$ cat src/brq_pkg.sv
package brq_pkg;

    localparam int COORD_W   = 8;
    localparam int PIX_W     = 8;
    localparam int SIZE_W    = 9;
    localparam int DEN_W     = 10;
    localparam int NUM_W     = 18;
    localparam int FRAC_BITS = 11;
    localparam int WNUM_W    = DEN_W + FRAC_BITS;
    localparam int WGT_W     = 12;
    localparam int HX_W      = 19;
    localparam int ACC_W     = 31;
    localparam int OUT_SHIFT = 22;
    localparam int CFG_IDX_W = 2;

    localparam logic [WGT_W-1:0] WEIGHT_ONE = 12'd2048;

    localparam logic [CFG_IDX_W-1:0] REG_SRC_WIDTH  = 2'd0;
    localparam logic [CFG_IDX_W-1:0] REG_SRC_HEIGHT = 2'd1;
    localparam logic [CFG_IDX_W-1:0] REG_DST_WIDTH  = 2'd2;
    localparam logic [CFG_IDX_W-1:0] REG_DST_HEIGHT = 2'd3;

    localparam logic [SIZE_W-1:0] RST_SRC_WIDTH  = 9'd36;
    localparam logic [SIZE_W-1:0] RST_SRC_HEIGHT = 9'd160;
    localparam logic [SIZE_W-1:0] RST_DST_WIDTH  = 9'd36;
    localparam logic [SIZE_W-1:0] RST_DST_HEIGHT = 9'd80;

    typedef enum logic [1:0] {
        KIND_WRITE,
        KIND_PIXEL,
        KIND_BLANK
    } kind_t;

    typedef struct packed {
        logic [SIZE_W-1:0] src_width;
        logic [SIZE_W-1:0] src_height;
        logic [SIZE_W-1:0] dst_width;
        logic [SIZE_W-1:0] dst_height;
    } cfg_t;

    typedef struct packed {
        kind_t              kind;
        logic [COORD_W-1:0] col;
        logic [COORD_W-1:0] row;
        logic [PIX_W-1:0]   pix;
        logic               negx;
        logic               negy;
        logic [NUM_W-1:0]   numx;
        logic [NUM_W-1:0]   numy;
        logic [DEN_W-1:0]   denx;
        logic [DEN_W-1:0]   deny;
    } fe_item_t;

    typedef struct packed {
        kind_t              kind;
        logic [COORD_W-1:0] col;
        logic [COORD_W-1:0] row;
        logic [PIX_W-1:0]   pix;
        logic               negx;
        logic [DEN_W-1:0]   denx;
    } dx_tag_t;

    typedef struct packed {
        logic               negy;
        logic [DEN_W-1:0]   deny;
    } dy_tag_t;

    typedef struct packed {
        kind_t              kind;
        logic [COORD_W-1:0] col;
        logic [COORD_W-1:0] row;
        logic [PIX_W-1:0]   pix;
        logic [SIZE_W-1:0]  sx;
    } wx_tag_t;

    // Limit a programmed source size to the store's size.
    function automatic logic [SIZE_W-1:0] clamp_size(input logic [SIZE_W-1:0] v,
                                                     input int unsigned lim);
        if (int'(v) > lim)
            return SIZE_W'(lim);
        return v;
    endfunction

endpackage

$ cat src/brq_fifo.sv
module brq_fifo (
    input  logic              clk,
    input  logic              rst_n,
    input  logic              push,
    input  brq_pkg::fe_item_t din,
    input  logic              pop,
    output brq_pkg::fe_item_t dout,
    output logic              full,
    output logic              empty
);
    import brq_pkg::*;

    fe_item_t   mem_reg [2];
    logic       wr_ptr_reg;
    logic       rd_ptr_reg;
    logic [1:0] count_reg;
    logic [1:0] count_next;

    assign full  = count_reg == 2'd2;
    assign empty = count_reg == 2'd0;
    assign dout  = mem_reg[rd_ptr_reg];

    always_comb
    begin
        count_next = count_reg;
        if (push && !pop)
            count_next = count_reg + 2'd1;
        else if (pop && !push)
            count_next = count_reg - 2'd1;
    end

    always_ff @(posedge clk or negedge rst_n)
    begin
        if (!rst_n)
        begin
            wr_ptr_reg <= 1'b0;
            rd_ptr_reg <= 1'b0;
            count_reg  <= 2'd0;
        end
        else
        begin
            count_reg <= count_next;
            if (push)
                wr_ptr_reg <= !wr_ptr_reg;
            if (pop)
                rd_ptr_reg <= !rd_ptr_reg;
        end
    end

    always_ff @(posedge clk)
    begin
        if (push)
            mem_reg[wr_ptr_reg] <= din;
    end

endmodule

$ cat config.mk
export PLATFORM = sky130hd
export DESIGN_NAME = brq_fifo
export DESIGN_NICKNAME = d
export VERILOG_FILES = /design/src/brq_pkg.sv /design/src/brq_fifo.sv
export SDC_FILE = /design/constraint.sdc
export NUM_CORES = 1
export LEC_CHECK = 0
export BUFFER_PORTS_ARGS = -buffer_cell sky130_fd_sc_hd__buf_2
export CAP_MARGIN = 20
export CORE_MARGIN = 2
export CORE_UTILIZATION = 56
export CTS_CLUSTER_DIAMETER = 40
export DETAILED_ROUTE_END_ITERATION = 6
export GPL_TIMING_DRIVEN = 1
export PLACE_DENSITY = 0.91
export SLEW_MARGIN = 30
export SYNTH_ARGS = -nofsm -noshare
export SYNTH_HDL_FRONTEND = slang
export SYNTH_SLANG_ARGS = --single-unit
$ cat constraint.sdc
create_clock -name clk -period 10.84 [get_ports clk]
set_clock_uncertainty 0.05 [all_clocks]
set_input_delay 0.542 -clock clk [delete_from_list [all_inputs] [get_ports clk]]
set_output_delay 0.542 -clock clk [all_outputs]
set_load 0.1 [all_outputs]
* Yosys cells after proc, flatten, opt, wreduce, memory -nomap -nowiden
Memories as Yosys holds them, arrays and structs flattened.
Index checks and enable logic that the tools add are counted.
Widths: inputs -> output; s select.
** Storage, ports and cells
- Bits of input ports :: 88
- Word-level logic and storage cells :: 19
- Memories kept :: 1
- Memory bits (writable) :: 168
- Register bits :: 4
- Output and inout port bits :: 86
** Cells by class
- Mux-type cells :: 4
- Eq/ne operators :: 1
- Add/subtract/negate cells :: 2
- Reduce and logical (&&, ||, !) cells :: 8
** Memory list
- mem_reg :: words 2, width 84, read ports 1, clocked after Yosys merged registers in 0, wr ports 1, line brq_fifo.sv:13 : fe_item_t mem_reg [2];
** Operator list (count)
- $logic_not 1->1 :: 4
- $mux 2 :: 2
- $add 2x1->2 const B :: 1
- $eq 2x2->1 const B :: 1
- $logic_and 1x1->1 :: 2
- $logic_not 2->1 :: 1
- $mux 1 :: 2
- $reduce_bool 2->1 :: 1
- $sub 2x1->2 const B :: 1

* Depth between registers and ports, before layout
Gate-level depths: netlist of run 1.
- Depth in word-level cells :: 4
- Gate-level depth with buffers :: 5
- Depth with buffers taken out :: 5

* Least setup slack after synthesis of run 1
No wires, ideal clock.
- Path type :: input to register
- Start point :: input port push
- End point :: memory mem_reg[0][0] (netlist bit) (enable)
- Stages :: 1
- Required time :: 10.253 ns
- Slack :: 6.042 ns
- Library setup time :: 0.537 ns
- Arrival time :: 4.211 ns
- Buffers on the path :: 0
- Cell sequence :: nor2b_1
** On the way
- Cells in the longest elaborated chain, start to end :: 2
** Ends and longest elaborated chain
- from (decl) :: line brq_fifo.sv:4 : input logic push,
- $mux 1 :: line brq_fifo.sv:52 : if (push)
- $mux 1 (not written as such) :: line brq_fifo.sv:53 : mem_reg[wr_ptr_reg] <= din;
- to (decl) :: line brq_fifo.sv:13
No other way between the ends.

==> flow_summary.toml, run 1 <==
[synth]
synth_cell_types = 14
synthTopCellsByArea = "edfxtp_1 (81%), mux2_1 (9.0%), mux2_2 (6.1%), dfrtp_1 (1.6%), buf_6 (0.90%)"
yosysSeqAreaShare = 0.822
yosys.area.top_type = "edfxtp_1"
syn_inst = 277
syn_avg_cell_area_um2 = 22.6
synthesis.area_um2 = 6260
synth_warnings = 0
netlist.area_leader.share = 0.806
syn-num-nets = 366
synth_seq_cells = 172

[detailed_routing]
vias = 3166
viasPerCell = 5.13
dr.pass1.iters = 7
routed_wl_um = 10900
first_iter_violations = 145
wire_per_inst_um = 17.7
ant_nets = 0
drc = 0

[critical_path]
crit_required_ns = 10.25
timing.rr.end = "mem_reg[0][57]"
rr_worst_depth = 2
crit_path_end_kind = "output pin"
crit_arrival_ns = 2.29
cp_max_fo = 48
cp-start-kind = "flop"
rrSetupSlack_ns = 8.77
r2r-start = "wr_ptr_reg"
critPathKind = "reg2out"

[global_route]
grt_pass1_wl_um = 15900
grt_max_degree = 51
antenna_found_initial = 0
overflow = 0
first_global_vias = 3363
grt.total_usage = 0.183

[placement]
numPortBuffers = 173
place_ws_ns = 8.13
globalplace.congestion = 0.696
place_hpwl_um = 7050

[clock_network]
cts_buffer_depth = 2
cts_tree = "yes"
cts_buffers = 17
cts_root_buf = "clkbuf_8"
clock_sinks = 172
clkSlewWorstSetupHoldPaths_ns = 0.06
htree_num_levels = 4
clock_latency_ns = 0.51

[floorplanning]
die_height_um = 110
io_pins = 174
fp-row-count = 38
initial_core_util = 0.575
core_um2 = 10900
die_x_um = 110
die-area_um2 = 12000

[worst_hold_path]
whs_path_depth = 1
min_to = "mem_reg[1][38]"
hold_path.class = "in2reg"
hp-start = "din[38]"

[run_status]
status = "completed"

[timing]
relSlewSlack = 0.557
worstMarginPinSlew_ns = 0.664
finalSetupViolations = 0
fmax_mhz = 347
tns_ns = 0
rsz0062_at_grt = "no"
final_max_slew_viol_count = 0
hold_viol = 0
period_minus_slack_ns = 2.89
fin_crit_sh = 0.266
finalWorstSetupSlack_ns = 7.95

[final_layout]
area_growth_pct = 25.6
largest_reg_flops = 168
final_nets = 554
num_antenna_cells = 0
multi_input_area_um2 = 1040
regArea_um2 = 5150
drive_gt1_frac = 0.505
fillers = 642

[run]
drv_cap = 0
==> worst max-delay path, cell delays in order, from the launching register on <==
cell,delay (ns)
dfrtp_4,0.77
buf_16,0.31
mux2_1,0.38
buf_2,0.30
==> routing by layer <==
layer | track usage | part of all wire | vias to the layer above | routed length (um)
li1 | - | - | 1475 | -
met1 | 0.202 | 0.39 | 1554 | 4280
met2 | 0.321 | 0.53 | 127 | 5760
met3 | 0.0682 | 0.070 | 10 | 762
met4 | 0.0678 | 0.0092 | 0 | 100
met5 | 0 | 0 | - | 0
==> placed cells by master (no fill, tap or decap), types with 2 or more instances in the layout <==
master      instances
clkbuf_16          16
edfxtp_1          168
clkinv_2            2
bufinv_16           2
dfrtp_1             3
nor2_1              2
mux2_2             34
clkinvlp_4          4
clkbuf_1            3
xor2_1              4
mux2_1             50
buf_2             173
==> cell type report <==
class	instances	area share
Sequential cell	172	0.655
Multi-Input combinational cell	95	0.132
Timing Repair Buffer	178	0.120
Clock buffer	20	0.0541
Tap cell	140	0.0223
Clock inverter	11	0.0154
Inverter	1	0.000478
==> cell families (layout without fill, tap and decap cells) <==
logic type,Yosys count,in the layout,share of synthesized area
DFF,172,172,0.822
muxes,84,84,0.151
buffers and inverters,10,210,0.0132
xor gates and xnor gates,5,5,0.00700
and+or+nand+nor,5,5,0.00420
adders and majority gates,1,1,0.00200
==> metrics by stage <==
stage          hold WS (ns)  cell area (um2)  utilization  instances
6_report              0.162             7860        0.722        617
5_1_grt               0.134             7860        0.722        617
4_1_cts               0.143             7840        0.720        616
3_5_place_dp          0.305             7290        0.669        584
3_3_place_gp          0.298             7240        0.665        582
2_1_floorplan         0.196             6260            -        277
==> Yosys cell counts, drive strengths merged <==
library cell  count
and2              1
buf               9
dfrtp             4
edfxtp          168
ha                1
inv               1
mux2             84
nor2              2
nor2b             2
xnor2             1
xor2              4
==> how the worst max path moves through the flow <==
stage	start	endpoint	slack [ns]	cells past startpoint
6_report	rd_ptr_reg	dout[47]	7.95	3
3_5_place_dp	push	mem_reg[0][68]	8.13	3
3_3_place_gp	push	mem_reg[0][55]	8.17	3
2_1_floorplan	push	mem_reg[0][0]	6.04	1
5_1_grt	rd_ptr_reg	dout[47]	7.82	3
4_1_cts	rd_ptr_reg	dout[77]	7.90	3
==> repair_timing <==
item / 4_1_cts / 5_1_grt
buffers inserted: 0 / 0
hold endpoints to repair: 4 / 0
hold buffers: 1 / 0
gates resized for setup: 0 / 0
Power of run 1 is left out: the tool's default activity adds up to more than one toggle a clock period on the data nets, which glitch-free logic cannot reach.
==> inputs of run 2 (changes only) <==
- ABC_AREA: default -> 1
- CORE_UTILIZATION: 56 -> 52
- PLACE_DENSITY: 0.91 -> 0.85
- clock period: 10.84 -> 3 ns (I/O delays scaled with it)
==> run 2 against run 1 <==
  * Global-route usage rose by 1.5 points
  * First-iteration DRC count rose by 75%
  * Synthesized area rose by 0.32%
  * Sequential cell count did not move
  * Hold slack got worse by 0.12 ns
  * Register-to-register slack got worse by 7.6 ns
  * Non-clock buffer count rose by 88
  * Worst setup slack got worse by 7.3 ns
  * Clock-buffer cell count fell by 1
  * Synthesized cell count rose by 3.2%
  * Critical path depth did not move
==> flow_summary.toml, run 2 <==
[synth]
syn_avg_cell_area_um2 = 21.9
syn_inst = 286
synth_seq_cells = 172
yosys.area.top_type = "edfxtp_1"
synthTopCellsByArea = "edfxtp_1 (80%), mux2_1 (9.0%), mux2_2 (6.1%), dfrtp_1 (1.6%), buf_6 (0.90%)"
yosysSeqAreaShare = 0.820
synthArstFlopShare = 0.0233
netlist.area_leader.share = 0.804
synth_edf_count = 168
synthesis.area_um2 = 6280
synth_warnings = 0
yosys-top-cells-count = "edfxtp_1 (168), mux2_1 (50), mux2_2 (34)"
syn-num-nets = 375
ys.flop_type = "edfxtp_1"
synth.most_common_cell = "edfxtp_1"
synth_cell_types = 15

[run_status]
status = "completed"

[clock_network]
htree_num_levels = 4
cts_tree = "yes"
clock_sinks = 172
clock_latency_ns = 0.41
cts_buffers = 17
clkSlewWorstSetupHoldPaths_ns = 0.06
cts_buffer_depth = 2
postCtsSetupBuffers = 0
cts_root_buf = "clkbuf_16"

[detailed_routing]
wire_per_inst_um = 17.5
viasPerCell = 4.99
first_iter_violations = 254
drc = 0
dr.pass1.iters = 4
routed_wl_um = 12600
ant_nets = 0
vias = 3601

[floorplanning]
die-area_um2 = 13000
die_x_um = 114
die_height_um = 114
core_um2 = 11900
initial_core_util = 0.527
io_pins = 174
fp-row-count = 40

[run]
drv_cap = 0

[critical_path]
crit_required_ns = 2.80
cp-start-kind = "flop"
critPathKind = "reg2out"
cp_max_fo = 27
crit_arrival_ns = 2.11
crit_path_end_kind = "output pin"

[timing]
relSlewSlack = 0.530
finalSetupViolations = 0
tns_ns = 0
worstMarginPinSlew_ns = 0.705
final_max_slew_viol_count = 0
fmax_mhz = 433
period_minus_slack_ns = 2.31
fin_crit_sh = 0.770
hold_viol = 0
rsz0062_at_grt = "no"

[global_route]
first_global_vias = 3922
grt.total_usage = 0.197
grt_max_degree = 53
grt_pass1_wl_um = 19100
antenna_found_initial = 0
overflow = 0

[final_layout]
layout_commonest_cell = "buf_2"
largest_reg_flops = 168
drive_gt1_frac = 0.421
final_nets = 651
num_antenna_cells = 0
area_growth_pct = 39.6
final_cell_mix = "buf_2 (173), edfxtp_1 (168), dlygate4sd3_1 (87)"

[placement]
numPortBuffers = 173
globalplace.congestion = 0.698
place_hpwl_um = 7090

[worst_hold_path]
hold_path.class = "in2async"
-- run 2: cell count changes in the layout (fill, tap and decap cells not counted), sizes merged, moves of 2 or more --
cell,change
dlygate4sd3,+86
buf,+2
nand2,+5
xor2,-2
clkinvlp,-2
clkinv,+6
nor2b,-2
inv,+4
-- run 2: metal layers --
layer	vias up	global-route usage	share of wire
met1	1762	0.212	0.39
li1	1681	-	-
met5	-	0	0
met2	135	0.369	0.54
met3	23	0.0478	0.052
met4	0	0.0846	0.024
-- run 2: path summary, 6_finish.rpt --
check / start / end / slack [ns] / cells after the start
setup / recovery: rd_ptr_reg / dout[28] / 0.69 / 3
hold / removal: rst_n / rd_ptr_reg / 0.04 / 2
setup reg to reg: wr_ptr_reg / mem_reg[1][18] / 1.22 / 3
hold reg to reg: count_reg[1] / count_reg[1] / 0.47 / 2
max in group asynchronous: rst_n / rd_ptr_reg / 2.72 / 2
min in group clk: din[49] / mem_reg[1][49] / 0.41 / 2
-- run 2: metrics by stage --
step | cell area (um2) | setup WS (ns) | utilization | instances | hold WS (ns)
after detailed placement | 7330 | 1.10 | 0.615 | 603 | -0.0899
after CTS | 8760 | 0.646 | 0.735 | 722 | 0.0125
after global routing | 8760 | 0.591 | 0.735 | 722 | 0.0271
final | 8760 | 0.691 | 0.735 | 722 | 0.0418
after floorplan | 6280 | 0.414 | - | 286 | -0.196
after global placement | 7330 | 1.14 | 0.615 | 603 | -0.0922
-- run 2: layout make-up --
cell class / count / area (um2)
tap: 147 / 184
clock buffer: 19 / 433
clock inverter: 13 / 126
fill: 698 / 3150
sequential: 172 / 5150
multi-input combinational: 98 / 1030
timing repair buffer: 266 / 1810
inverter: 7 / 27.5
-- run 2: kinds of logic (layout without fill, tap and decap cells) --
family / after synthesis / in the layout / synth area share
flops: 172 / 172 / 0.820
mux: 84 / 84 / 0.151
buf+inv: 16 / 305 / 0.0167
simple gates: 10 / 10 / 0.00658
xor+xnor: 3 / 3 / 0.00419
fa+ha+maj: 1 / 1 / 0.00199
-- run 2: what timing repair did --
item | in CTS | in global routing
hold buffers | 87 | 0
gates resized for setup | 0 | 0
hold endpoints to repair | 174 | 0
-- run 2: critical path, cell delays in order (launching register included) --
cell,delay (ns)
dfrtp_4,0.67
buf_4,0.35
mux2_1,0.36
buf_2,0.30
Power of run 2 is left out for the same reason.
==> inputs of run 3 (changes only) <==
- ABC_AREA: 1 -> 0
- PLACE_DENSITY: 0.85 -> 0.86
- clock period: 3 -> 2.24 ns (I/O delays scaled with it)
==> run 3 against run 2 <==
  * Worst setup slack worse by 0.55 ns
  * Register-to-register slack worse by 0.44 ns
  * Largest cell class unchanged
  * Global-route usage increased by 0.33 points
  * Hold slack better by 0.32 ns
  * First-iteration DRC count down 20%
==> flow_summary.toml, run 3 (synthesis results as in run 1) <==
[run_status]
status = "completed"

[timing]
period_minus_slack_ns = 2.09
fin_crit_sh = 0.935
final_max_slew_viol_count = 0
hold_viol = 0
fmax_mhz = 478
tns_ns = 0
whs_ns = 0.358
relSlewSlack = 0.664
worstMarginPinSlew_ns = 0.508
finalSetupViolations = 0
rsz0062_at_grt = "no"

[global_route]
first_global_vias = 3852
grt_pass1_wl_um = 19200
grt_max_degree = 48
grt.total_usage = 0.201
overflow = 0
antenna_found_initial = 0

[critical_path]
cp_max_fo = 17
rr_worst_depth = 2
crit_arrival_ns = 1.93
cp-start-kind = "flop"
critPathKind = "reg2out"
crit_path_end_kind = "output pin"
crit_required_ns = 2.08
rrSetupSlack_ns = 0.78

[final_layout]
largest_reg_flops = 168
num_antenna_cells = 0
regArea_um2 = 5150
multi_input_area_um2 = 1040
fillers = 667
layout_commonest_cell = "buf_2"
area_growth_pct = 40.4
final_cell_mix = "buf_2 (173), edfxtp_1 (168), dlygate4sd3_1 (88)"
final_nets = 645
drive_gt1_frac = 0.424

[placement]
place_hpwl_um = 7310
globalplace.congestion = 0.720
numPortBuffers = 173

[clock_network]
clock_sinks = 172
cts_resized = 0
clock_latency_ns = 0.41
cts_buffer_depth = 2
cts_buffers = 17
cts_tree = "yes"
htree_num_levels = 4
cts_root_buf = "clkbuf_16"
clkSlewWorstSetupHoldPaths_ns = 0.06

[worst_hold_path]
hold_path.class = "in2reg"
whs_path_depth = 2

[floorplanning]
io_pins = 174
core_um2 = 11900
die_height_um = 114
initial_core_util = 0.527
fp-row-count = 40
die-area_um2 = 12900
die_x_um = 114

[detailed_routing]
ant_nets = 0
drc = 0
routed_wl_um = 12700
viasPerCell = 5.04
dr.pass1.iters = 4
vias = 3607
first_iter_violations = 202
wire_per_inst_um = 17.7

[run]
drv_cap = 0
## run 3: cell types whose count changed in the layout (fill, tap and decap cells not counted), moves of 2 or more
cell,before,now
xor2_1,2,4
clkinv_4,3,0
buf_12,2,5
inv_1,6,1
nand2_1,5,0
clkbuf_1,2,4
## run 3: critical path, cell delays in order (launching register included)
cell,delay (ns)
dfrtp_4,0.55
buf_4,0.29
mux2_2,0.37
buf_2,0.29
## run 3: path summary, 6_finish.rpt
check | from | to
setup reg to reg | wr_ptr_reg | mem_reg[0][0]
min in group asynchronous | rst_n | count_reg[0]
setup / recovery | rd_ptr_reg | dout[7]
hold reg to reg | count_reg[1] | count_reg[1]
max in group asynchronous | rst_n | rd_ptr_reg
hold / removal | din[1] | mem_reg[0][1]
## run 3: layer usage
metal | up-vias | global-route usage | wire [um]
met3 | 22 | 0.0537 | 732
met1 | 1786 | 0.231 | 4910
met2 | 141 | 0.353 | 6760
met5 | - | 0 | 0
li1 | 1658 | - | -
met4 | 0 | 0.0886 | 240
## run 3: cell type report
class | count | share of cell area
clock buffers | 21 | 0.0501
clock inverters | 11 | 0.0115
inverters | 1 | 0.000427
multi-input cells | 95 | 0.118
flip-flops and latches | 172 | 0.586
well taps | 147 | 0.0209
repair buffers | 269 | 0.213
## run 3: per-stage QoR
step,util,setup slack (ns),std cells,instance area (um2)
after floorplan,-,0.0966,277,6260
after global placement,0.620,0.504,595,7360
after detailed placement,0.620,0.462,595,7360
after CTS,0.741,0.129,716,8790
after global routing,0.741,0.0713,716,8790
final,0.741,0.146,716,8790
## run 3: timing repair
action                                  CTS  global route
endpoints found under the setup margin    3             0
setup buffers                             1             0
hold buffers                             88             0
endpoints found under the hold margin   174             0
Power of run 3 is left out for the same reason.
