### config.mk
export PLATFORM = sky130hd
export DESIGN_NAME = brq_front
export DESIGN_NICKNAME = d
export VERILOG_FILES = /design/src/brq_pkg.sv /design/src/brq_front.sv
export SDC_FILE = /design/constraint.sdc
export NUM_CORES = 1
export LEC_CHECK = 0
export ABC_CLOCK_PERIOD_IN_PS = 12200
export BUFFER_PORTS_ARGS = -buffer_cell sky130_fd_sc_hd__buf_2
export CORE_ASPECT_RATIO = 1.2
export CORE_MARGIN = 10
export CORE_UTILIZATION = 42
export CTS_BUF_LIST = sky130_fd_sc_hd__clkbuf_8
export DETAILED_ROUTE_END_ITERATION = 10
export GPL_ROUTABILITY_DRIVEN = 0
export SETUP_SLACK_MARGIN = 0.15
export SLEW_MARGIN = 20
export SYNTH_ARGS = -nofsm -noshare
export SYNTH_HDL_FRONTEND = slang
export SYNTH_SLANG_ARGS = --single-unit
### constraint.sdc
create_clock -name clk -period 12.2 [get_ports clk]
set_input_delay 1.22 -clock clk [delete_from_list [all_inputs] [get_ports clk]]
set_output_delay 1.22 -clock clk [all_outputs]
set_load 0.005 [all_outputs]
### src/brq_pkg.sv
package brq_pkg;

    localparam int COORD_W   = 8;
    localparam int PIX_W     = 8;
    localparam int SIZE_W    = 9;
    localparam int DEN_W     = 10;
    localparam int NUM_W     = 18;
    localparam int FRAC_BITS = 11;
    localparam int WNUM_W    = DEN_W + FRAC_BITS;
    localparam int WGT_W     = 12;
    localparam int HX_W      = 19;
    localparam int ACC_W     = 31;
    localparam int OUT_SHIFT = 22;
    localparam int CFG_IDX_W = 2;

    localparam logic [WGT_W-1:0] WEIGHT_ONE = 12'd2048;

    localparam logic [CFG_IDX_W-1:0] REG_SRC_WIDTH  = 2'd0;
    localparam logic [CFG_IDX_W-1:0] REG_SRC_HEIGHT = 2'd1;
    localparam logic [CFG_IDX_W-1:0] REG_DST_WIDTH  = 2'd2;
    localparam logic [CFG_IDX_W-1:0] REG_DST_HEIGHT = 2'd3;

    localparam logic [SIZE_W-1:0] RST_SRC_WIDTH  = 9'd36;
    localparam logic [SIZE_W-1:0] RST_SRC_HEIGHT = 9'd160;
    localparam logic [SIZE_W-1:0] RST_DST_WIDTH  = 9'd36;
    localparam logic [SIZE_W-1:0] RST_DST_HEIGHT = 9'd80;

    typedef enum logic [1:0] {
        KIND_WRITE,
        KIND_PIXEL,
        KIND_BLANK
    } kind_t;

    typedef struct packed {
        logic [SIZE_W-1:0] src_width;
        logic [SIZE_W-1:0] src_height;
        logic [SIZE_W-1:0] dst_width;
        logic [SIZE_W-1:0] dst_height;
    } cfg_t;

    typedef struct packed {
        kind_t              kind;
        logic [COORD_W-1:0] col;
        logic [COORD_W-1:0] row;
        logic [PIX_W-1:0]   pix;
        logic               negx;
        logic               negy;
        logic [NUM_W-1:0]   numx;
        logic [NUM_W-1:0]   numy;
        logic [DEN_W-1:0]   denx;
        logic [DEN_W-1:0]   deny;
    } fe_item_t;

    typedef struct packed {
        kind_t              kind;
        logic [COORD_W-1:0] col;
        logic [COORD_W-1:0] row;
        logic [PIX_W-1:0]   pix;
        logic               negx;
        logic [DEN_W-1:0]   denx;
    } dx_tag_t;

    typedef struct packed {
        logic               negy;
        logic [DEN_W-1:0]   deny;
    } dy_tag_t;

    typedef struct packed {
        kind_t              kind;
        logic [COORD_W-1:0] col;
        logic [COORD_W-1:0] row;
        logic [PIX_W-1:0]   pix;
        logic [SIZE_W-1:0]  sx;
    } wx_tag_t;

    // Limit a programmed source size to the store's size.
    function automatic logic [SIZE_W-1:0] clamp_size(input logic [SIZE_W-1:0] v,
                                                     input int unsigned lim);
        if (int'(v) > lim)
            return SIZE_W'(lim);
        return v;
    endfunction

endpackage

### src/brq_front.sv
module brq_front #(
    parameter int MAX_SRC_WIDTH  = 256,
    parameter int MAX_SRC_HEIGHT = 256
) (
    input  logic                            clk,
    input  logic                            rst_n,
    input  logic                            cfg_we,
    input  logic [brq_pkg::CFG_IDX_W-1:0]   cfg_addr,
    input  logic [brq_pkg::SIZE_W-1:0]      cfg_wdata,
    input  logic                            req_type,
    input  logic [23:0]                     data,
    output brq_pkg::cfg_t                   cfg,
    output brq_pkg::fe_item_t               item
);
    import brq_pkg::*;

    cfg_t              cfg_reg;
    logic [SIZE_W-1:0] w;
    logic [SIZE_W-1:0] h;
    logic              blank;
    logic [NUM_W-1:0]  prodx;
    logic [NUM_W-1:0]  prody;
    logic [NUM_W-1:0]  dx;
    logic [NUM_W-1:0]  dy;
    logic [COORD_W-1:0] col;
    logic [COORD_W-1:0] row;

    always_ff @(posedge clk or negedge rst_n)
    begin
        if (!rst_n)
        begin
            cfg_reg.src_width  <= RST_SRC_WIDTH;
            cfg_reg.src_height <= RST_SRC_HEIGHT;
            cfg_reg.dst_width  <= RST_DST_WIDTH;
            cfg_reg.dst_height <= RST_DST_HEIGHT;
        end
        else if (cfg_we)
        begin
            unique case (cfg_addr)
                REG_SRC_WIDTH:  cfg_reg.src_width  <= cfg_wdata;
                REG_SRC_HEIGHT: cfg_reg.src_height <= cfg_wdata;
                REG_DST_WIDTH:  cfg_reg.dst_width  <= cfg_wdata;
                REG_DST_HEIGHT: cfg_reg.dst_height <= cfg_wdata;
            endcase
        end
    end

    assign cfg = cfg_reg;
    assign col = data[7:0];
    assign row = data[15:8];

    assign w = clamp_size(cfg_reg.src_width, MAX_SRC_WIDTH);
    assign h = clamp_size(cfg_reg.src_height, MAX_SRC_HEIGHT);
    assign blank = (w < 9'd2) || (h < 9'd2) || (cfg_reg.dst_width == '0)
                   || (cfg_reg.dst_height == '0);

    // Numerator (2o+1)*in - out; a negative one is folded to its remainder.
    assign prodx = NUM_W'({col, 1'b1}) * NUM_W'(w);
    assign prody = NUM_W'({row, 1'b1}) * NUM_W'(h);
    assign dx    = NUM_W'(cfg_reg.dst_width);
    assign dy    = NUM_W'(cfg_reg.dst_height);

    always_comb
    begin
        item.col  = col;
        item.row  = row;
        item.pix  = data[23:16];
        item.negx = prodx < dx;
        item.negy = prody < dy;
        item.numx = item.negx ? prodx + dx : prodx - dx;
        item.numy = item.negy ? prody + dy : prody - dy;
        item.denx = {cfg_reg.dst_width, 1'b0};
        item.deny = {cfg_reg.dst_height, 1'b0};
        if (!req_type)
            item.kind = KIND_WRITE;
        else if (blank)
            item.kind = KIND_BLANK;
        else
            item.kind = KIND_PIXEL;
    end

endmodule

# --- Word-level counts from Yosys, hierarchy flattened ---
# Cells that the tools add are included.
totals:
  register_bits: 36
  in_bits: 39
  output_inout_bits: 120
  word_cells: 39
op_classes:
  addsub: 4
  multipliers: 2
  magnitude_cmp: 6
  eq_ne: 3
  n_mux: 10
  n_reduce_logical: 10
ops:
  columns: ["operator", "n"]
  rows:
  - ["$add 18x9->18", 2]
  - ["$lt 18x9->1", 2]
  - ["$mul 9x9->18", 2]
  - ["$mux 18", 2]
  - ["$mux 9", 4]
  - ["$sub 18x9->18", 2]
  - ["$gt 9x9->1 const B", 2]
  - ["$logic_not 9->1", 2]
  - ["$lt 9x2->1 const B", 2]
  - ["$reduce_and 2->1", 4]
  - ["$eq 2x2->1 const B", 2]
  - ["$mux 2", 2]
  - ["$logic_or 1x1->1", 3]
  - ["$eq 2x1->1 const B", 1]
  - ["$logic_not 2->1", 1]
  - ["$mux 1", 2]

# --- Logic depth before layout (Yosys ltp) ---
# Gate-level depths: netlist of the first run.
logic_depth:
  ltp_word: 9
  depth_mapped: 28
  depth_no_buf: 24

# --- Worst setup path before layout of the first run ---
# OpenSTA, ideal clock, no wires.
synth_timing:
  kind: "input port to output port"
  start: "in data[1]"
  end: "out item[43] (netlist bit)"
  t_arrival_ns: 6.309
  t_required_ns: 10.980
  setup_slack_ns: 4.671
  path_stages: 23
  path_buffers: 4
  path_cell_list: "buf_1 nand2_1 fa_1 fa_1 inv_1 fa_1 inv_1 fa_1 inv_1 ha_1 buf_6 a211oi_4 o21ai_1 o21a_2 a221o_2 xnor2_2 nand2b_2 or3_1 buf_6 inv_6 buf_12 mux2i_1 xnor2_1"
synth_rtl:
  columns: ["element", "line", "rtl"]
  rows:
  - ["from (decl)", "brq_front.sv:11", "input logic [23:0] data,"]
  - ["to (decl)", "brq_front.sv:13", "output brq_pkg::fe_item_t item"]

==> results of run 1 <==
==> final cells by class <==
class	count	area, um2
inverters	194	733.2
flip-flops and latches	36	910.9
multi-input cells	765	7036
clock buffers	6	82.58
clock inverters	2	11.26
well taps	274	342.8
repair buffers	141	708.2
fillers	2207	11730
==> worst min path at each step <==
stage,start,end,slack [ps]
5_1_grt,cfg[18],cfg[18],590
4_1_cts,cfg[19],cfg[19],550
2_1_floorplan,cfg[18],cfg[18],520
3_5_place_dp,cfg[19],cfg[19],540
3_3_place_gp,cfg[22],cfg[22],530
6_report,cfg[19],cfg[19],550
==> synth_stat cells, types with 3 or more instances <==
library cell and n:
inv_1 193, ha_1 112, fa_1 104, nand2_1 94
and2_1 82, buf_4 44, a21oi_1 41, mux2_2 38
nor2_1 35, xnor2_1 29, dfrtp_1 28, nor2b_1 27
o21ai_0 25, clkbuf_1 20, nor3_1 19, mux2i_1 16
nand3_1 12, o21bai_1 11, a21o_1 8, dfstp_2 8
nor4_1 8, xor2_1 8, nand2b_1 7, buf_1 5
o21a_1 5, o31ai_1 5, o211ai_1 4, or3_1 4
a211o_1 3, a221oi_1 3, a31oi_1 3, and3_1 3
nand4_1 3, nor4b_1 3, or2_2 3
==> cells by family (layout without fill, tap and decap cells) <==
logic type      Yosys count  after routing
flops                    36             36
other cells               1              2
buf+inv                 267            343
compound gates          139            139
xor+xnor                 38             38
fa+ha+maj               216            216
mux                      54             54
simple gates            316            316
==> per-layer routing <==
| metal | vias to the layer above | share of wire |
|---|---|---|
| li1 | 3540 | - |
| met1 | 3520 | 0.41 |
| met2 | 112 | 0.54 |
| met3 | 21 | 0.038 |
| met4 | 2 | 0.017 |
| met5 | - | 0.00031 |
==> critical path: stages, from the launching register on <==
cell	delay, ps
dfrtp_1	610
nor2b_1	680
nand2_1	150
fa_1	490
fa_1	550
inv_1	60
fa_1	560
inv_1	70
fa_1	540
inv_1	40
ha_1	410
a211oi_4	340
o21ai_1	130
o21a_2	240
a221o_2	380
xnor2_2	220
nand2b_2	110
or3_1	490
inv_6	190
mux2i_1	230
xnor2_1	150
buf_2	140
==> per-stage QoR <==
| step | cell area [um2] | hold slack, ps | worst slack [ps] | utilization |
|---|---|---|---|---|
| after detailed placement | 9731 | 536.6 | 4056 | 0.4514 |
| after CTS | 9824 | 551.8 | 3847 | 0.4558 |
| after floorplan | 9151 | 518.9 | 4671 | - |
| after global placement | 9731 | 530.1 | 4122 | 0.4514 |
| after global routing | 9824 | 590.6 | 3392 | 0.4558 |
| final | 9824 | 549.8 | 3898 | 0.4558 |
==> flow_results.org, run 1 <==
** Outcome
- Run status :: finished clean

** Global routing
- Total congestion overflow :: 0
- For this run, global-route usage on met3 was measured as 0.02057.
- Most congested layer reported by global routing :: met2
- Routing usage on met1 :: 0.1802
- Number of antenna violations at the first check in global routing :: 1
- The via count of the first global-routing pass came to 7597.
- GR Layer Usage met2 :: 0.3048
- For this run, the total global-route usage over all layers was measured as 0.1590.
- Maximum number of pins on one net before global-route repair :: 37
- The first global-routing pass estimated 38080 um of wire.

** Yosys
- Total of warnings raised by yosys :: 0
- Combinational family with the most area after synthesis :: adder cells
- Cells taking the most area after synthesis :: fa_1 (23%), ha_1 (15%), inv_1 (7.9%), dfrtp_1 (7.7%), and2_1 (5.6%)
- Multiplexer share of the synthesized area :: 0.06429
- In the synthesized netlist the async set-or-reset flop fraction comes to 1.000.
- The share of synthesized area in the top cell type comes to 0.2276.
- Counting flops with a built-in enable in the synthesized netlist gives 0.
- For this run, the register share of the synthesized area comes to 0.09958.
- Fraction of the mapped netlist area in adder cells :: 0.3808
- Compound-cell area share of the yosys netlist :: 0.1037
- The mapped netlist covers 9148 um2.
- Of the total synthesized cell area, the portion taken by XOR and XNOR cells is 0.03720.
- Top flip-flop cell by instance count after synthesis :: dfrtp_1
- The biggest area contributor in the post-synthesis netlist is fa_1.
- Flip-flop and latch count after synthesis :: 36
- In the synthesized netlist, the number of instances is 1067.
- Synth Area in Simple Gates :: 0.1823
- The average instance in the mapped netlist occupies 8.573 um2.
- The netlist uses 78 different library cells.

** Clock tree
- CTS sink count :: 36
- Root Buffer :: clkbuf_8
- The clock passes through at most 2 buffers.
- H-Tree Level Count :: 2
- Clock buffers created by TritonCTS :: 5
- Clock latency on the worst-skew pair, taken at its later pin, is 290 ps.
- TritonCTS clock tree :: built
- Number of buffers inserted by post-CTS setup repair :: 0
- After clock tree synthesis, the clock-pin slew on the worst setup and hold paths is 70 ps.
- For this design, the CTS-stage hold fixing added 0 buffers.
- Post-CTS repair changed the size of 0 cells.

** Setup path
- Register-to-register setup slack :: 10920 ps
- CP Data Arrival Time :: 7080 ps
- Critical path launch point :: cfg[35]
- The setup path with the least slack is of type flop to output port.
- Worst reg2reg path endpoint :: cfg[35]
- Kind of end point of the critical path :: output port
- The most critical setup path has its endpoint at item[42].
- Type of element launching the critical path :: flop
- In this run the worst path has a maximum fanout of 19.
- Cell depth of the worst flop-to-flop path :: 2
- Data required, critical path :: 10980 ps
- The worst register-to-register path begins at cfg[35].

** STA
- Final hold violation count :: 0
- Setup repair after global routing left no endpoint under its margin.
- Minimum period implied by the final worst setup slack :: 8302 ps
- Summed negative setup slack over all endpoints :: 0 ps
- The clock arrives with 0 ps of skew.
- Max Freq :: 120.5 MHz
- Transition time at the pin with the least slew margin :: 794.1 ps
- Of the available clock period, the critical path in the final layout requires 0.6805.
- Slew HR :: 0.4706
- The number of max-slew violations in the final report is 0.
- Final Setup Violations :: 0

** Placement
- In this run the tool buffered the top-level ports with 140 buffer cells.
- Placed cells :: 1410
- Post-detail-place hpwl :: 19590 um

** Routing
- Remaining antenna violation count after routing :: 0
- After detailed routing, the number of remaining DRC violations is 0.
- The detailed router placed 7195 vias in this run.
- Final WL :: 22570 um
- After detailed routing, the average wire length per cell comes to 15.92 um.
- The first detailed-routing pass took 4 iterations.
- Dividing the detail-routed via count by the number of cells gives 5.074.
- For this block, the initial DRC count from the detailed router was 266.

** Layout
- In the final layout, the share of cells above drive strength 1 is 0.1914.
- Final antenna diode count :: 0
- For this run, the post-layout net count is 1398.
- Highest-count cells in the layout ignoring fill and taps :: inv_1 (194), buf_2 (140), ha_1 (112)
- The finished layout holds 1418 standard cells, fillers aside.
- The library cell used most frequently in the layout, excluding fill and tap cells, is inv_1.
- The register with the most flip-flops in the layout has 36 of them.
- The area growth from synthesis to layout is 7.400%.

** Hold path
- Along the worst hold path, the cell count comes to 1.
- Min-delay worst type :: flop to flop

** Floorplan
- Pin placement for this block handled 159 I/O pins.
- After floorplanning, the core was sized to cover 21560 um2.
- For this configuration, the core starts out at a cell density of 0.4244.
- Measured along the y axis, the die boundary spans 181.7 um.
- Number of core rows :: 59
- Die outline width :: 154.7 um
- The die covers 28110 um2.

** Flow run
- Max-cap violations in this run came to 0.
Power of run 1 is not shown: default switching activity piles up to over one toggle a cycle in this logic, so the estimate is an artifact.
==> run 2, diff against run 1 <==
--- a/config.mk
+++ b/config.mk
@@ -5,7 +5,7 @@
 export SDC_FILE = /design/constraint.sdc
 export NUM_CORES = 1
 export LEC_CHECK = 0
-export ABC_CLOCK_PERIOD_IN_PS = 12200
+export ABC_CLOCK_PERIOD_IN_PS = 8350
 export BUFFER_PORTS_ARGS = -buffer_cell sky130_fd_sc_hd__buf_2
 export CORE_ASPECT_RATIO = 1.2
 export CORE_MARGIN = 10
==> constraint.sdc (replaced) <==
create_clock -name clk -period 8.35 [get_ports clk]
set_input_delay 0.835 -clock clk [delete_from_list [all_inputs] [get_ports clk]]
set_output_delay 0.835 -clock clk [all_outputs]
set_load 0.005 [all_outputs]
==> run 2 against run 1 <==
Utilization increased by 0.22 points; highest routed layer unchanged; wire length decreased by 0.96%; count of clock-buffer cells in the layout unchanged; global-route usage about the same; largest cell class unchanged; register-to-register slack got worse by 3900 ps; critical endpoint unchanged.
==> flow_results.org, run 2 (synthesis gave the netlist of run 1 again) <==
** Outcome
- Run status :: finished clean (unchanged)

** STA
- The headroom to the max-slew limit was 0.4727 (was 0.4706).
- Final Setup Violations :: 0 (unchanged)
- Setup repair after global routing missed its margin :: false (unchanged)
- Of the available clock period, the critical path in the final layout requires 0.9156.
- Worst Hold Margin :: 551.3 ps (was 549.8 ps)
- Total count of max-transition violations in the final report :: 0 (unchanged)
- Maximum clock skew at final layout :: 0 ps (unchanged)
- Summed negative setup slack over all endpoints :: 0 ps (unchanged)
- Based on the critical path, the design can be clocked at up to 130.8 MHz.
- The actual transition at the worst max-transition pin was 791.0 ps (was 794.1 ps).
- Final hold violation count :: 0 (unchanged)
- Post-layout worst setup margin :: 705.0 ps (was 3898 ps)
- Minimum period implied by the final worst setup slack :: 7645 ps

** Clock tree
- The number of hold buffers added after CTS came to 0 (unchanged).
- Maximum number of buffers from clock root to sink :: 2 (unchanged)
- The clock sink total came to 36 (unchanged).
- Number of buffers inserted by post-CTS setup repair :: 0 (unchanged)
- Clock buffers created by TritonCTS :: 5 (unchanged)
- Worst-skew pair later-pin latency :: 290 ps (about the same)
- The clock tree from TritonCTS is built (unchanged).
- H-Tree Level Count :: 2 (unchanged)
- Clk slew on worst S/H paths :: 70 ps (about the same)
- Root Buffer :: clkbuf_8 (unchanged)

** Routing
- Routed length on met2 :: 11970 um (was 12120 um)
- DR pass1 iterations :: 4 (unchanged)
- Remaining antenna violation count after routing :: 0 (unchanged)
- The highest metal layer with signal wires is met5 (unchanged).
- The detailed-route wire length on metal 1 is 9201 um (was 9196 um).
- The iteration-0 DRC count of the detailed router came to 285 (was 266).
- The via density per instance was 5.040 (was 5.074).
- Final WL :: 22360 um (was 22570 um)
- Residual DRC count :: 0 (unchanged)
- The met3 wire length is 931 um (was 855 um).
- The mean routed wirelength per cell came to 15.72 um (was 15.92 um).
- The count of vias placed by the detailed router came to 7167 (was 7195).

** Flow run
- Max-cap violations :: 0 (unchanged)

** Layout
- Area Growth Syn to Fin :: 7.920% (was 7.400%)
- Final standard cell utilization of the core :: 0.4580 (was 0.4558)
- Layout Nets :: 1402 (was 1398)
- Highest-count cells in the layout ignoring fill and taps: inv_1 (194), buf_2 (140), ha_1 (112) (unchanged).
- The layout cell share with drive strength beyond 1 is 0.2003 (was 0.1914).
- Final antenna diode count :: 0 (unchanged)
- The number of flip-flops under the largest register name is 36 (unchanged).
- Most common cell after layout, fill and taps aside :: inv_1 (unchanged)

** Setup path
- Crit-path leading delay family :: adder cells (unchanged)
- Sum of buffers and inverters on the critical path :: 6 (was 5)
- Biggest cell delay along the critical path :: 640 ps (was 680 ps)
- The launching point of the worst reg2reg path was cfg[35] (unchanged).
- Crit path cell chain :: nor2b_2 -> nand2_1 -> fa_1 -> inv_1 -> fa_1 -> ha_1 -> inv_1 -> fa_1 -> inv_1 -> fa_1 -> a21oi_1 -> inv_1 -> a21oi_1 -> xnor2_1 -> ha_1 -> a211oi_1 -> nand3_2 -> or3_1 -> inv_6 -> mux2i_1 -> xnor2_1 -> buf_2 (was nor2b_1 -> nand2_1 -> fa_1 -> fa_1 -> inv_1 -> fa_1 -> inv_1 -> fa_1 -> inv_1 -> ha_1 -> a211oi_4 -> o21ai_1 -> o21a_2 -> a221o_2 -> xnor2_2 -> nand2b_2 -> or3_1 -> inv_6 -> mux2i_1 -> xnor2_1 -> buf_2)
- The launching element type of the critical path was a flop (unchanged).
- Data required, critical path :: 7520 ps (was 10980 ps)
- Highest net fanout along the worst path :: 19 (unchanged)
- The type of destination of the critical path was an output port (unchanged).
- Slowest cell on the critical path :: dfrtp_1 (was nor2b_1)
- CP Data Arrival Time :: 6810 ps (was 7080 ps)
- The worst setup path startpoint is cfg[35] (unchanged).
- Category of the critical setup timing path :: flop to output port (unchanged)

** Global routing
- The via count of the first global-routing pass is 7525 (was 7597).
- The total global-route track usage is 0.1587 (was 0.1590).
- The number of antenna violations at the first check in global routing was 1 (unchanged).
- Global-route wire length before repair :: 38060 um (was 38080 um)
- The total global routing overflow is 0 (unchanged).
- The maximum number of pins on one net before global-route repair was 37 (unchanged).

** Placement
- Place WS :: 844.3 ps (was 4056 ps)
- The count of buffers from port buffering was 140 (unchanged).
- Post-detail-place hpwl :: 19600 um (was 19590 um)

** Hold path
- Min-delay worst type :: flop to flop (unchanged)
- The startpoint of the lowest-slack hold path is cfg[20] (was cfg[19]).

** Floorplan
- The effective utilization at floorplan is 0.4244 (unchanged).
- I/O pin count :: 159 (unchanged)
- The die outline area is 28110 um2 (unchanged).
- The vertical extent of the die came to 181.7 um (unchanged).
- The floorplan row count was 59 (unchanged).
- Die outline width :: 154.7 um (unchanged)
- Core Region :: 21560 um2 (unchanged)
[run 2: area by class of cell]
cell class / count / area [um2]
sequential: 36 / 910.9
timing repair buffer: 145 / 738.2
multi-input combinational: 765 / 7053
clock inverter: 2 / 11.26
fill: 2203 / 11680
tap: 274 / 342.8
clock buffer: 6 / 82.58
inverter: 194 / 733.2
[run 2: final timing paths]
kind	end	slack [ps]	cells after the start
max	item[42]	700	22
min in group asynchronous	cfg[17]	620	1
max in group asynchronous	cfg[5]	7220	1
min reg2reg	cfg[20]	550	1
max reg2reg	cfg[35]	7010	2
min	cfg[20]	550	1
[run 2: layer usage]
metal / vias up / GRT usage
met4: 2 / 0.02989
met2: 115 / 0.3023
met5: - / 0
met3: 22 / 0.01986
li1: 3557 / -
met1: 3471 / 0.1840
[run 2: timing repair]
action	in CTS	in global routing
gates resized for setup	0	7
hold endpoints to repair	0	0
setup endpoints to repair	0	7
[run 2: worst reg2reg max path, delay by kind of cell (launching register included)]
kind / cells / cell delay (ps)
buffers and inverters: 1 / 240
flip-flops: 1 / 790
AO/OA/AOI/OAI: 1 / 230
[run 2: stage by stage]
| step | area [um2] | instances |
|---|---|---|
| after global routing | 9872 | 1422 |
| after CTS | 9854 | 1422 |
| after floorplan | 9151 | 1068 |
| after detailed placement | 9761 | 1414 |
| after global placement | 9761 | 1414 |
| final | 9872 | 1422 |
Power of run 2 is left out for the same reason.
